[config.mk]
export PLATFORM = sky130hd
export DESIGN_NAME = lisg_emit
export DESIGN_NICKNAME = d
export VERILOG_FILES = /design/src/lisg_pkg.sv /design/src/lisg_emit.sv
export SDC_FILE = /design/constraint.sdc
export NUM_CORES = 1
export LEC_CHECK = 0
export BUFFER_PORTS_ARGS = -buffer_cell sky130_fd_sc_hd__buf_2
export CAP_MARGIN = 5
export CORE_ASPECT_RATIO = 1.1
export CORE_UTILIZATION = 25
export CTS_BUF_LIST = sky130_fd_sc_hd__clkbuf_2 sky130_fd_sc_hd__clkbuf_4 sky130_fd_sc_hd__clkbuf_8
export CTS_CLUSTER_SIZE = 40
export DETAILED_ROUTE_END_ITERATION = 8
export GPL_ROUTABILITY_DRIVEN = 0
export PLACE_DENSITY = 0.5
export SETUP_SLACK_MARGIN = 0.3
export SKIP_LAST_GASP = 1
export SYNTH_ARGS = -nofsm -noshare
export SYNTH_HDL_FRONTEND = slang
export SYNTH_SLANG_ARGS = --single-unit
[constraint.sdc]
create_clock -name clock -period 18.1 [get_ports clock]
set_input_delay 0.905 -clock clock [delete_from_list [all_inputs] [get_ports clock]]
set_output_delay 0.905 -clock clock [all_outputs]
set_load 0.005 [all_outputs]
[src/lisg_pkg.sv]
// ----------------------------------------------------------------------------
// lisg_pkg
// Shared constants, types and helpers for the log image Sobel gradient block.
// ----------------------------------------------------------------------------
package lisg_pkg;

   localparam int MAX_WIDTH   = 1024;
   localparam int HEIGHT_CAP  = 1024;
   localparam int LOG_BITS    = 20;
   localparam int IN_BITS     = 20;
   localparam int PIX_W       = 8;
   localparam int TABLE_DEPTH = 2 ** PIX_W;
   localparam int GRAD_W      = 24;
   localparam int CFG_W       = 11;
   localparam int CSR_DATA_W  = 32;
   localparam int CSR_ADDR_W  = 3;
   localparam int COL_W       = $clog2(MAX_WIDTH);
   localparam int ROW_W       = $clog2(HEIGHT_CAP);
   localparam int DIM_A       = (CFG_W > COL_W + 1) ? CFG_W : COL_W + 1;
   localparam int DIM_W       = (DIM_A > ROW_W + 1) ? DIM_A : ROW_W + 1;
   localparam int SUM_W       = LOG_BITS + 3;
   localparam int SAT_W       = (SUM_W > GRAD_W) ? SUM_W : GRAD_W;
   localparam int NUM_RES     = 4;

   // input item kinds
   localparam logic OP_PIXEL = 1'b0;
   localparam logic OP_TABLE = 1'b1;

   // register index (taken from paddr bit 2)
   localparam logic REG_IMAGE_WIDTH  = 1'b0;
   localparam logic REG_IMAGE_HEIGHT = 1'b1;

   // result kinds, in emission order
   localparam int RES_INNER  = 0;
   localparam int RES_RIGHT  = 1;
   localparam int RES_BOTTOM = 2;
   localparam int RES_CORNER = 3;

   localparam logic signed [SAT_W-1:0] GRAD_MAX = SAT_W'(2 ** (GRAD_W - 1) - 1);
   localparam logic signed [SAT_W-1:0] GRAD_MIN = SAT_W'(-(2 ** (GRAD_W - 1)));

   typedef logic signed [LOG_BITS-1:0] log_type;
   typedef logic signed [SUM_W-1:0]    sum_type;
   typedef logic signed [GRAD_W-1:0]   grad_type;
   typedef logic [CFG_W-1:0]           dim_cfg_type;

   typedef struct packed {
      logic [NUM_RES-1:0] mask;
      logic               top_refl;
      logic               left_refl;
   } res_info_type;

   typedef struct packed {
      res_info_type info;
      log_type      lv;
      log_type      top;
      log_type      mid;
   } pix_data_type;

   function automatic grad_type sat_grad(input sum_type v);
      logic signed [SAT_W-1:0] x;
      grad_type                res;
      x = SAT_W'(v);
      if (x > GRAD_MAX) begin
         res = GRAD_MAX[GRAD_W-1:0];
      end else if (x < GRAD_MIN) begin
         res = GRAD_MIN[GRAD_W-1:0];
      end else begin
         res = x[GRAD_W-1:0];
      end
      return res;
   endfunction

endpackage

[src/lisg_emit.sv]
// ----------------------------------------------------------------------------
// lisg_emit
// 3x3 window, Sobel kernels with reflected borders and the result register.
// Sends up to four results per pixel, one per cycle unless rsp_ready holds the result register.
// ----------------------------------------------------------------------------
module lisg_emit (
   input  logic                   clock,
   input  logic                   reset,
   input  logic                   pix_valid,
   input  lisg_pkg::pix_data_type pix_data,
   output logic                   pix_take,
   output logic                   rsp_valid,
   input  logic                   rsp_ready,
   output lisg_pkg::grad_type     rsp_grad_x,
   output lisg_pkg::grad_type     rsp_grad_y,
   output logic                   rsp_frame_end
);

   // [column][row], index 2 is the newest
   lisg_pkg::log_type window_ff [3][3];

   logic [lisg_pkg::NUM_RES-1:0] mask_ff, mask_in;
   logic [lisg_pkg::NUM_RES-1:0] sel;
   logic                         top_refl_ff, left_refl_ff;
   logic                         rsp_valid_ff, rsp_valid_in;
   lisg_pkg::grad_type           rsp_grad_x_ff, rsp_grad_y_ff;
   logic                         rsp_frame_end_ff;

   logic       issue, last_pending, flush_rows, flush_cols;
   logic [1:0] rt_i, rm_i, rb_i, cl_i, cc_i, cr_i;
   lisg_pkg::sum_type lt, lm, lb, rt, rm, rb, ct, cb;
   lisg_pkg::sum_type gx, gy;

   assign issue        = (mask_ff != '0) && (!rsp_valid_ff || rsp_ready);
   assign last_pending = (mask_ff & (mask_ff - lisg_pkg::NUM_RES'(1))) == '0;
   assign pix_take     = pix_valid && ((mask_ff == '0) || (issue && last_pending));
   assign sel          = mask_ff & (~mask_ff + lisg_pkg::NUM_RES'(1));

   always_comb begin
      flush_rows = sel[lisg_pkg::RES_BOTTOM] || sel[lisg_pkg::RES_CORNER];
      flush_cols = sel[lisg_pkg::RES_RIGHT] || sel[lisg_pkg::RES_CORNER];

      // reflect-101 at the borders
      rt_i = flush_rows ? 2'd1 : (top_refl_ff ? 2'd2 : 2'd0);
      rm_i = flush_rows ? 2'd2 : 2'd1;
      rb_i = flush_rows ? 2'd1 : 2'd2;
      cl_i = flush_cols ? 2'd1 : (left_refl_ff ? 2'd2 : 2'd0);
      cc_i = flush_cols ? 2'd2 : 2'd1;
      cr_i = flush_cols ? 2'd1 : 2'd2;

      lt = lisg_pkg::SUM_W'(window_ff[cl_i][rt_i]);
      lm = lisg_pkg::SUM_W'(window_ff[cl_i][rm_i]);
      lb = lisg_pkg::SUM_W'(window_ff[cl_i][rb_i]);
      rt = lisg_pkg::SUM_W'(window_ff[cr_i][rt_i]);
      rm = lisg_pkg::SUM_W'(window_ff[cr_i][rm_i]);
      rb = lisg_pkg::SUM_W'(window_ff[cr_i][rb_i]);
      ct = lisg_pkg::SUM_W'(window_ff[cc_i][rt_i]);
      cb = lisg_pkg::SUM_W'(window_ff[cc_i][rb_i]);

      gx = (rt - lt) + ((rm - lm) <<< 1) + (rb - lb);
      gy = (lb - lt) + ((cb - ct) <<< 1) + (rb - rt);

      mask_in = mask_ff;
      if (issue)    mask_in = mask_ff & ~sel;
      if (pix_take) mask_in = pix_data.info.mask;

      rsp_valid_in = rsp_valid_ff;
      if (rsp_ready) rsp_valid_in = 1'b0;
      if (issue)     rsp_valid_in = 1'b1;
   end

   always_ff @(posedge clock) begin
      if (reset) begin
         mask_ff      <= '0;
         rsp_valid_ff <= 1'b0;
      end else begin
         mask_ff      <= mask_in;
         rsp_valid_ff <= rsp_valid_in;
      end
   end

   always_ff @(posedge clock) begin
      if (pix_take) begin
         for (int j = 0; j < 3; j++) begin
            window_ff[0][j] <= window_ff[1][j];
            window_ff[1][j] <= window_ff[2][j];
         end
         window_ff[2][0] <= pix_data.top;
         window_ff[2][1] <= pix_data.mid;
         window_ff[2][2] <= pix_data.lv;
         top_refl_ff     <= pix_data.info.top_refl;
         left_refl_ff    <= pix_data.info.left_refl;
      end
      if (issue) begin
         rsp_grad_x_ff    <= lisg_pkg::sat_grad(gx);
         rsp_grad_y_ff    <= lisg_pkg::sat_grad(gy);
         rsp_frame_end_ff <= sel[lisg_pkg::RES_CORNER];
      end
   end

   assign rsp_valid     = rsp_valid_ff;
   assign rsp_grad_x    = rsp_grad_x_ff;
   assign rsp_grad_y    = rsp_grad_y_ff;
   assign rsp_frame_end = rsp_frame_end_ff;

   // the window may only move once every result of the held pixel is out
   a_take_after_flush: assert property (@(posedge clock) disable iff (reset)
      pix_take |-> (mask_ff == '0) || (issue && last_pending))
      else $error("window shifted with results pending");

   a_issue_loads: assert property (@(posedge clock) disable iff (reset)
      issue |=> rsp_valid_ff)
      else $error("issued result not presented");

   a_pending_holds: assert property (@(posedge clock) disable iff (reset)
      (mask_ff != '0) && !issue |=> $stable(mask_ff))
      else $error("pending results lost while stalled");

   a_frame_end_corner: assert property (@(posedge clock) disable iff (reset)
      issue && sel[lisg_pkg::RES_CORNER] |-> $onehot(sel) && last_pending)
      else $error("corner result not last of its pixel");

endmodule

## After elaboration in Yosys (flattened, before gate mapping)

Memories as Yosys holds them, arrays and structs flattened.
Index checks and enable logic that the tools add are counted.

| storage, ports and cells | value |
|---|---|
| register bits | 56 |
| memory bits (writable) | 180 |
| bits of input ports | 70 |
| output and inout bits | 51 |
| word-level logic and storage cells | 88 |
| memories kept | 1 |

Memories:

| name | depth | width | rd ports | clocked after Yosys merged registers in | wr ports | RTL line | text |
|---|---|---|---|---|---|---|---|
| window_ff | 3 | 60 | 5 | 0 | 3 | lisg_emit.sv:20 | `lisg_pkg::log_type window_ff [3][3];` |

| operators by class | value |
|---|---|
| $add $sub $neg | 12 |
| magnitude comparators | 7 |
| multiplexer cells | 40 |
| bitwise gates (word level) | 8 |
| reductions and logical operators | 13 |

Operator list:

| cell | count |
|---|---|
| $bmux W20 S2 | 8 |
| $mux W20 | 16 |
| $sub A20 B20 Y21 | 6 |
| $gt A23 B24 Y1 const B | 2 |
| $lt A23 B24 Y1 const B | 2 |
| $mux W24 | 2 |
| $add A21 B22 Y23 | 2 |
| $add A23 B21 Y23 | 2 |
| $mux W2 | 8 |
| $and A4 B4 Y4 | 3 |
| $ge A3 B3 Y1 const B | 3 |
| $not A2 Y3 | 3 |
| $logic_not A4 Y1 | 2 |
| $mux W4 | 2 |
| $not A4 Y4 | 2 |
| $add A4 B1 Y4 const B | 1 |
| $logic_or A1 B1 Y1 | 4 |
| $mux W1 | 4 |
| $reduce_bool A2 Y1 | 2 |
| $reduce_bool A4 Y1 | 1 |
| $sub A4 B1 Y4 const B | 1 |
| $logic_and A1 B1 Y1 | 3 |
| $logic_not A1 Y1 | 1 |

## Longest topological paths before layout

Gate-level depths: netlist (run 1).

| logic depth | value |
|---|---|
| depth in word-level cells | 14 |
| depth in mapped cells | 31 |
| mapped depth without buffers | 28 |

## Worst setup path before layout (run 1)

OpenSTA, ideal clock, no wires.

| path | value |
|---|---|
| path type | input port to output port |
| from | in rsp_ready |
| to | out pix_take |
| data arrival time | 6.861 ns |
| data required time | 17.195 ns |
| setup slack | 10.334 ns |
| cell stages on the path | 8 |
| path buffers | 2 |
| cells stage by stage | nor2b_1 clkbuf_1 maj3_1 nor2_1 nor2_1 o21ai_0 and2_1 clkbuf_1 |

| on the way | value |
|---|---|
| longest elaborated chain between the ends | 5 |

RTL lines:

| item | RTL line | text |
|---|---|---|
| start, declared | lisg_emit.sv:13 | `input logic rsp_ready,` |
| $logic_or A1 B1 Y1 | lisg_emit.sv:34 | `assign issue = (mask_ff != '0) && (!rsp_valid_ff \|\| rsp_ready);` |
| $logic_and A1 B1 Y1 | lisg_emit.sv:34 |  |
| $logic_and A1 B1 Y1 | lisg_emit.sv:36 | `assign pix_take = pix_valid && ((mask_ff == '0) \|\| (issue && last_pending));` |
| $logic_or A1 B1 Y1 | lisg_emit.sv:36 |  |
| $logic_and A1 B1 Y1 | lisg_emit.sv:36 |  |
| end, declared | lisg_emit.sv:11 | `output logic pix_take,` |

No other way between the ends.

## Worst setup path after layout (run 1)

| path | value |
|---|---|
| from | reg mask_ff[3] (netlist name) |
| to | reg rsp_grad_y_ff[21] (netlist: rsp_grad_y[21]) (data pin) |

| on the way | value |
|---|---|
| longest elaborated chain between the ends | 14 |
| elaborated cells on any way between the ends | 39 |
| those cells by class | add/sub: 6; order compare: 2; mux: 24; bitwise: 4; reduce/logical: 2; memory: 1 |

RTL lines:

| item | RTL line | text |
|---|---|---|
| start, declared | lisg_emit.sv:22 | `logic [lisg_pkg::NUM_RES-1:0] mask_ff, mask_in;` |
| start signal, assigned | lisg_emit.sv:77 | `mask_ff <= mask_in;` |
| $not A4 Y4 | lisg_emit.sv:37 | `assign sel = mask_ff & (~mask_ff + lisg_pkg::NUM_RES'(1));` |
| $add A4 B1 Y4 | lisg_emit.sv:37 |  |
| $and A4 B4 Y4 * | lisg_emit.sv:37 |  |
| $logic_or A1 B1 Y1 (on tied branches) | lisg_emit.sv:41, lisg_emit.sv:40 |  |
| $mux W2 (on tied branches) | -- |  |
| $mem_v2 Z3 W60, or another cell as far along | -- |  |
| $bmux W20 S2 (on tied branches) | -- |  |
| $mux W20 (on tied branches) (2 in a row) | -- |  |
| $sub A20 B20 Y21 | lisg_emit.sv:61 | `gy = (lb - lt) + ((cb - ct) <<< 1) + (rb - rt);` |
| $add A21 B22 Y23 | lisg_emit.sv:61 |  |
| $add A23 B21 Y23 * | lisg_emit.sv:61 |  |
| $lt A23 B24 Y1 | lisg_pkg.sv:66 | `end else if (x < GRAD_MIN) begin` |
| $mux W24 | lisg_pkg.sv:66 |  |
| end signal, assigned | lisg_emit.sv:96 | `rsp_grad_y_ff <= lisg_pkg::sat_grad(gy);` |
| end, declared | lisg_emit.sv:26 | `lisg_pkg::grad_type rsp_grad_x_ff, rsp_grad_y_ff;` |

Mark *: on every way between the ends. The rest lies on a longest branch, timed or not. The select of a mux whose other input is x is not followed.
A chain may end at the register's enable or synchronous reset.

==> summary.txt, run 1 <==
Clock tree
  • Num CTS Buffers: slightly above 40
  • Clock tree buffer depth: 3
  • Root Buffer Master: clkbuf_8
  • Cts hold-fix bufs: 0
  • TritonCTS clock tree: built
  • H-tree depth: 2
  • Post-CTS Resized: 0
  • Worst-path clk slew: 0.06 ns
  • Worst skew pair latency: approximately 0.58 ns
  • CTS sink cnt: 236
  • Setup Buffers After CTS: 0

Critical path
  • Crit. End Element: flip-flop
  • FF-to-FF End: rsp_grad_y[21]
  • Worst-path fanout max: 93
  • Worst reg2reg setup slack: 10.48 ns
  • Req. time, crit path: 18.43 ns
  • Reg2reg start: mask_ff[3]
  • Worst setup SP type: flip-flop
  • CP arrival: about 8.0 ns
  • WS Path Type: reg2reg
  • Worst reg2reg path depth: 26

Routing
  • Via count: roughly 14000
  • First-pass DRT Iterations: 7
  • Routed WL: ~51 mm
  • Vias/cell: approximately 4.6
  • Average wire per standard cell: 17.0 µm
  • Initial DRC count: roughly 900
  • Antenna Violating Nets Remaining: 0
  • Post-route DRC: 0

Cells and area
  • Final #Nets: about 2300
  • Share of layout cells above drive strength 1: 0.115
  • Layout overhead on the synthesized area: 12.9%

Synth
  • Sequential-to-total area share from yosys stat: 0.377
  • Synthesis-stage register bit count: about 240
  • Mapped cell area: ~19000 µm²
  • Syn_area_per_cell: between 9 and 10 µm²
  • Post-synth EDFFs: 231
  • Prevailing post-synth register cell: edfxtp_1
  • Post-synthesis cell count: about 1900
  • Distinct cells, synth: 67
  • Synthesized net count: about 2200
  • Synth Warn #: 0
  • Post-synthesis async set-or-reset flop share: 0

Die
  • Core ar.: between 70000 and 80000 µm²
  • Die Width: roughly 260 µm
  • Placement row count: 104
  • Initial Utilization: 0.254
  • Die footprint: between 70000 and 80000 µm²
  • Boundary pin count: roughly 120
  • Die H: approximately 290 µm

STA
  • Peak Freq: 131 MHz
  • Hold Fails Final Rpt: 0
  • Total negative slack: 0 ns
  • Worst Tran Pin Value: 1.15 ns
  • Final setup viols: 0
  • Tmin final: roughly 7.6 ns
  • Tcrit/Tclk final: 0.421
  • Rel. slew slack: 0.231
  • Max-slew violation count: 0
  • RSZ-0062 raised after global routing: false
  • Fin Clk Skew: roughly 0.022 ns

Global route
  • Largest net degree at the start of global routing: roughly 100
  • GRT Util Overall: 0.131
  • First-pass GRT wire length: between 70 and 80 mm
  • Congestion Overflow GR: 0
  • Antenna violations before repair: 1
  • Vias in the first global route: about 14000

Min path
  • HP Start: window_ff[1][48]
  • Cell depth of the worst hold path: 0
  • Hold EP: window_ff[0][48]
  • Min-delay worst type: reg2reg

Job
  • MaxCap Viol Count: 0

Outcome
  • Status: completed

Placement
  • Number of I/O port buffers: 120
  • Post-DP HPWL: just under 40 mm
==> logic make-up after synthesis <==
logic type               Yosys count  synth area share
buffers and inverters            272            0.0571
adder cells (fa/ha/maj)          213             0.193
multiplexers                     135            0.0732
AO/OA/AOI/OAI                    410             0.139
AND/OR/NAND/NOR                  562             0.128
flip-flops                       236             0.377
XOR/XNOR                          69            0.0324
==> through the flow <==
step	util	cell area, µm²	worst slack, ns	std cells	hold slack [ns]
after detailed placement	0.275	20200	10.41	2893	0.472
after global placement	0.275	20200	10.46	2893	0.465
final	0.287	21100	10.48	2966	0.479
after CTS	0.287	21100	10.36	2965	0.452
after global routing	0.287	21100	9.89	2966	0.468
after floorplan	-	18700	10.33	1897	0.443
==> registers in the layout (all words and copies together) (netlist names) <==
register / count
mask_ff: 4
left_refl_ff: 1
rsp_valid: 1
rsp_grad_y: 24
rsp_grad_x: 24
rsp_frame_end: 1
top_refl_ff: 1
window_ff: 180
==> cells in the final DEF (no fill, tap or decap), drive strengths merged, types with 20 or more instances in the layout <==
| master | instances |
|---|---|
| mux2i | 132 |
| edfxtp | 231 |
| o21ai | 107 |
| fa | 126 |
| a211oi | 30 |
| a21o | 46 |
| ha | 86 |
| nand2 | 185 |
| inv | 185 |
| clkbuf | 51 |
| nor3 | 27 |
| a31oi | 30 |
| xnor2 | 46 |
| xor2 | 23 |
| buf | 131 |
| nand3 | 42 |
| nor2 | 240 |
| a21oi | 119 |
| nor2b | 20 |
==> cell usage after synthesis (20+ instances only) <==
master	number	area (µm²)
nand3_1	42	210
mux2i_1	132	1320
ha_1	86	1080
nor3_1	26	130
a211oi_1	30	225
nor2b_1	20	125
a31oi_1	30	188
xnor2_1	46	403
a21o_1	45	338
clkbuf_1	51	191
fa_1	126	2520
buf_2	33	165
a21oi_1	116	581
inv_1	183	687
nor2_1	239	897
edfxtp_1	231	6940
o21ai_0	100	500
nand2_1	185	694
xor2_1	23	201
==> area by class of cell <==
type,instances,area (µm²)
diodes,1,2.50
clock buffers,51,646
clock inverters,21,210
fillers,7633,52400
inverters,183,687
multi-input cells,1389,10600
flip-flops and latches,236,7040
well taps,954,1190
repair buffers,131,683
==> how the worst max path moves through the flow <==
stage / end / slack, ns / depth (start not counted) / from
after floorplan: pix_take / 10.33 / 8 / rsp_ready
after global placement: rsp_grad_y[21] / 10.46 / 25 / mask_ff[3]
after detailed placement: rsp_grad_y[21] / 10.41 / 26 / mask_ff[3]
after CTS: rsp_grad_y[21] / 10.36 / 26 / mask_ff[3]
after global routing: rsp_grad_y[21] / 9.89 / 26 / mask_ff[3]
final: rsp_grad_y[21] / 10.48 / 26 / mask_ff[3]
==> worst max-delay path, cell delays in order, from the launching register on <==
cell	delay, ns
dfxtp_1	0.46
nor2b_1	0.21
nor2_1	0.11
nor2_4	0.18
buf_4	0.84
mux2i_1	0.33
a21oi_1	0.10
a21oi_1	0.30
ha_1	0.29
nor2b_1	0.12
o21ai_0	0.20
a21oi_1	0.13
o31ai_1	0.51
a21boi_1	0.22
o311ai_0	0.39
mux2_2	0.39
a2111oi_2	0.47
fa_1	0.49
inv_1	0.07
ha_1	0.28
a21o_1	0.18
a21oi_1	0.17
nor2b_1	0.08
a211oi_1	0.40
o211ai_1	0.17
a21oi_1	0.19
xnor2_1	0.07
==> routing by layer <==
layer	part of all wire	vias to the layer above	GRT usage
met5	0	-	0
met4	0.022	0	0.0374
met3	0.046	67	0.0187
met2	0.44	355	0.205
met1	0.49	6621	0.187
li1	-	6745	-
Power of run 1 is left out: the tool's default activity adds up to more than one toggle a clock period on the data nets, which glitch-free logic cannot reach.
==> inputs of run 2 (changes only) <==
--- a/config.mk
+++ b/config.mk
@@ -5,6 +5,7 @@
 export SDC_FILE = /design/constraint.sdc
 export NUM_CORES = 1
 export LEC_CHECK = 0
+export ABC_AREA = 1
 export BUFFER_PORTS_ARGS = -buffer_cell sky130_fd_sc_hd__buf_2
 export CAP_MARGIN = 5
 export CORE_ASPECT_RATIO = 1.1
==> constraint.sdc (replaced) <==
create_clock -name clock -period 7.95 [get_ports clock]
set_input_delay 0.3975 -clock clock [delete_from_list [all_inputs] [get_ports clock]]
set_output_delay 0.3975 -clock clock [all_outputs]
set_load 0.005 [all_outputs]
==> summary.txt, run 2 <==
Clock tree
  • Num CTS Buffers: 43 (+4.9%)
  • TritonCTS clock tree: built
  • Worst skew pair latency: 0.64 ns (+0.06 ns)
  • Root Buffer Master: clkbuf_8
  • Worst-path clk slew: 0.06 ns (about the same)
  • CTS sink cnt: 236 (unchanged)
  • Clock tree buffer depth: 3 (unchanged)
  • H-tree depth: 2 (unchanged)
  • Setup Buffers After CTS: 0 (unchanged)

Die
  • Die H: 300 µm (+3.9%)
  • Placement row count: 108 (+3.8%)
  • Core ar.: 79300 µm² (+7.9%)
  • Die Width: 273 µm (+3.9%)
  • Die footprint: 81800 µm² (+8.0%)
  • Initial Utilization: 0.254 (+0.000342)
  • Boundary pin count: 121 (unchanged)

Synth
  • Synthesized net count: 2884 (+32%)
  • Synth Area in Compound Gates: 0.0966 (-0.0429)
  • Most frequent cells after synthesis: nand2_1, inv_1, edfxtp_1
  • Share of the synthesized area in the top cell type: 0.344 (-0.0276)
  • Post-synthesis cell count: 2602 (+37%)
  • Post-Synth Simple-Gate Area: 0.248 (+0.121)
  • Synth area leader: edfxtp_1
  • Prevailing post-synth register cell: edfxtp_1
  • Post-synthesis mux area share: 0.00248 (-0.0707)
  • Sequential-to-total area share from yosys stat: 0.349 (-0.0280)
  • Post-synthesis async set-or-reset flop share: 0 (unchanged)
  • Top cells by area, synth: edfxtp_1, nand2_1, fa_1
  • Most frequent cell after synthesis: nand2_1
  • Synthesis-stage register bit count: 236 (unchanged)
  • Largest family of logic cells by synthesized area: simple AND/OR/NAND/NOR gates
  • Synthesized-area fraction occupied by adder cells: 0.178 (-0.0149)
  • Distinct cells, synth: 36 (-46%)
  • Syn_area_per_cell: 7.75 µm² (-21%)
  • Post-synth EDFFs: 231 (unchanged)
  • Xor/xnor cell area share of the yosys netlist: 0.0221 (-0.0102)
  • Mapped cell area: 20200 µm² (+8.0%)
  • Synth Warn #: 0 (unchanged)

STA
  • Tmin final: 5.95 ns (-1.67 ns)
  • Rel. slew slack: 0.337 (+0.106)
  • Hold Fails Final Rpt: 0 (unchanged)
  • Final setup viols: 0 (unchanged)
  • Worst Tran Pin Value: 0.993 ns (-0.160 ns)
  • Tcrit/Tclk final: 0.748 (+0.327)
  • Total negative slack: 0 ns (unchanged)
  • Max-slew violation count: 0 (unchanged)
  • Peak Freq: 168 MHz (+28%)
  • RSZ-0062 raised after global routing: false
  • Worst Setup Slack, final: 2.00 ns (-8.48 ns)
  • Fin Clk Skew: 0.0423 ns (+0.0205 ns)

Critical path
  • Worst-path fanout max: 25 (-73%)
  • Crit. End Element: flip-flop
  • Max incr delay on CP: 0.57 ns (-0.27 ns)
  • Req. time, crit path: 8.33 ns (-10.10 ns)
  • Crit-path cells: inv_1, nand2_1, buf_4, nand3_1, buf_4, inv_1, nand2_1, o21ai_1, o21ai_0, ha_1, a21oi_1, o21ai_0, a21oi_1, xor2_1, fa_1, inv_1, ha_1, nand2_1, inv_1, nand2_1, nor3_1, o21ai_0, nand4_1, nand2_1
  • CP arrival: 6.33 ns (-1.62 ns)
  • WS Path Type: reg2reg
  • Worst reg2reg setup slack: 2.00 ns (-8.48 ns)
  • CP max stage cell: inv_1
  • Worst setup SP type: flip-flop
  • CP most frequent cell: nand2_1

Global route
  • Antenna violations before repair: 1 (unchanged)
  • Congestion Overflow GR: 0 (unchanged)
  • First-pass GRT wire length: 99.0 mm (+27%)
  • GRT Util Overall: 0.157 (+0.0263)
  • Largest net degree at the start of global routing: 155 (+52%)
  • Vias in the first global route: 16861 (+23%)

Min path
  • Min-delay worst type: in2reg

Cells and area
  • Area of the multi-input gates: 11100 µm² (+4.3%)
  • Share of layout cells above drive strength 1: 0.0783 (-0.0365)
  • Filler cell count: 8615 (+13%)
  • Final #Nets: 3047 (+35%)
  • Layout Cells excl Fill: 3842 (+30%)
  • Commonest non-fill, non-tap cell in the layout: nand2_1
  • Post-route cell area: 23400 µm² (+11%)
  • Sequential Area: 7040 µm² (unchanged)
  • Most frequent cells in the layout: nand2_1, inv_1, edfxtp_1, o21ai_0, nor2_1
  • Largest register FFs: 180 (unchanged)
  • Largest Register: window_ff
  • Layout overhead on the synthesized area: 16.1%

Placement
  • Number of I/O port buffers: 120 (unchanged)
  • Placed Area: 21900 µm² (+8.2%)
  • Dpl cells: 3701 (+28%)
  • Post-DP HPWL: 51.3 mm (+33%)
  • Worst slack, placed: 1.99 ns (-8.43 ns)

Routing
  • Post-route DRC: 0 (unchanged)
  • Antenna Violating Nets Remaining: 0 (unchanged)
  • Via count: 17374 (+26%)
  • Routed WL: 64.7 mm (+28%)
  • Average wire per standard cell: 16.8 µm (-1.2%)
  • Initial DRC count: 1307 (+44%)
  • Vias/cell: 4.52 (-2.7%)
  • First-pass DRT Iterations: 6 (-1)

Outcome
  • Status: completed

Job
  • MaxCap Viol Count: 0 (unchanged)
run 2: final timing paths:
kind	start	to	cells after the start
max	mask_ff[0]	rsp_grad_x[19]	24
min	pix_data[64]	mask_ff[2]	5
max reg2reg	mask_ff[0]	rsp_grad_x[19]	24
min reg2reg	window_ff[1][33]	window_ff[0][33]	0
run 2: timing repair:
action	4_1_cts	5_1_grt
hold buffers	64	0
endpoints found under the hold margin	63	0
resized for setup	0	0
run 2: cells by family after synthesis:
kind of cell               after synthesis
adders and majority gates              212
AOI/OAI and AO/OA                      363
DFF                                    236
muxes                                    5
xor gates and xnor gates                51
buffers and inverters                  538
and+or+nand+nor                       1197
run 2: layer usage:
layer  track usage  up-vias  wire length, µm
li1              -     8734                -
met1         0.223     8048            31000
met2         0.248      492            28700
met3        0.0211      100             3310
met4        0.0447        0             1650
met5             0        -                0
run 2: cell type report:
cell class / count / area share
antenna: 1 / 0.000107
clock buffer: 56 / 0.0294
clock inverter: 20 / 0.00876
inverter: 455 / 0.0734
multi-input combinational: 1828 / 0.473
sequential: 236 / 0.301
tap: 1045 / 0.0558
timing repair buffer: 201 / 0.0590
run 2: worst max-delay path, delay by kind of cell (launching register included):
kind / cells / cell delay, ns
adder cells (fa/ha/maj): 3 / 1.37
buffers and inverters: 6 / 1.36
flip-flops: 1 / 0.41
AO/OA/AOI/OAI: 6 / 1.36
AND/OR/NAND/NOR: 8 / 1.00
XOR/XNOR: 1 / 0.16
run 2: stage by stage:
| stage | hold WS, ns | utilization |
|---|---|---|
| after floorplan | 0.426 | - |
| after global placement | 0.430 | 0.276 |
| after detailed placement | 0.432 | 0.276 |
| after CTS | 0.0931 | 0.295 |
| after global routing | 0.121 | 0.295 |
| final | 0.148 | 0.295 |
Power of run 2 is left out for the same reason.
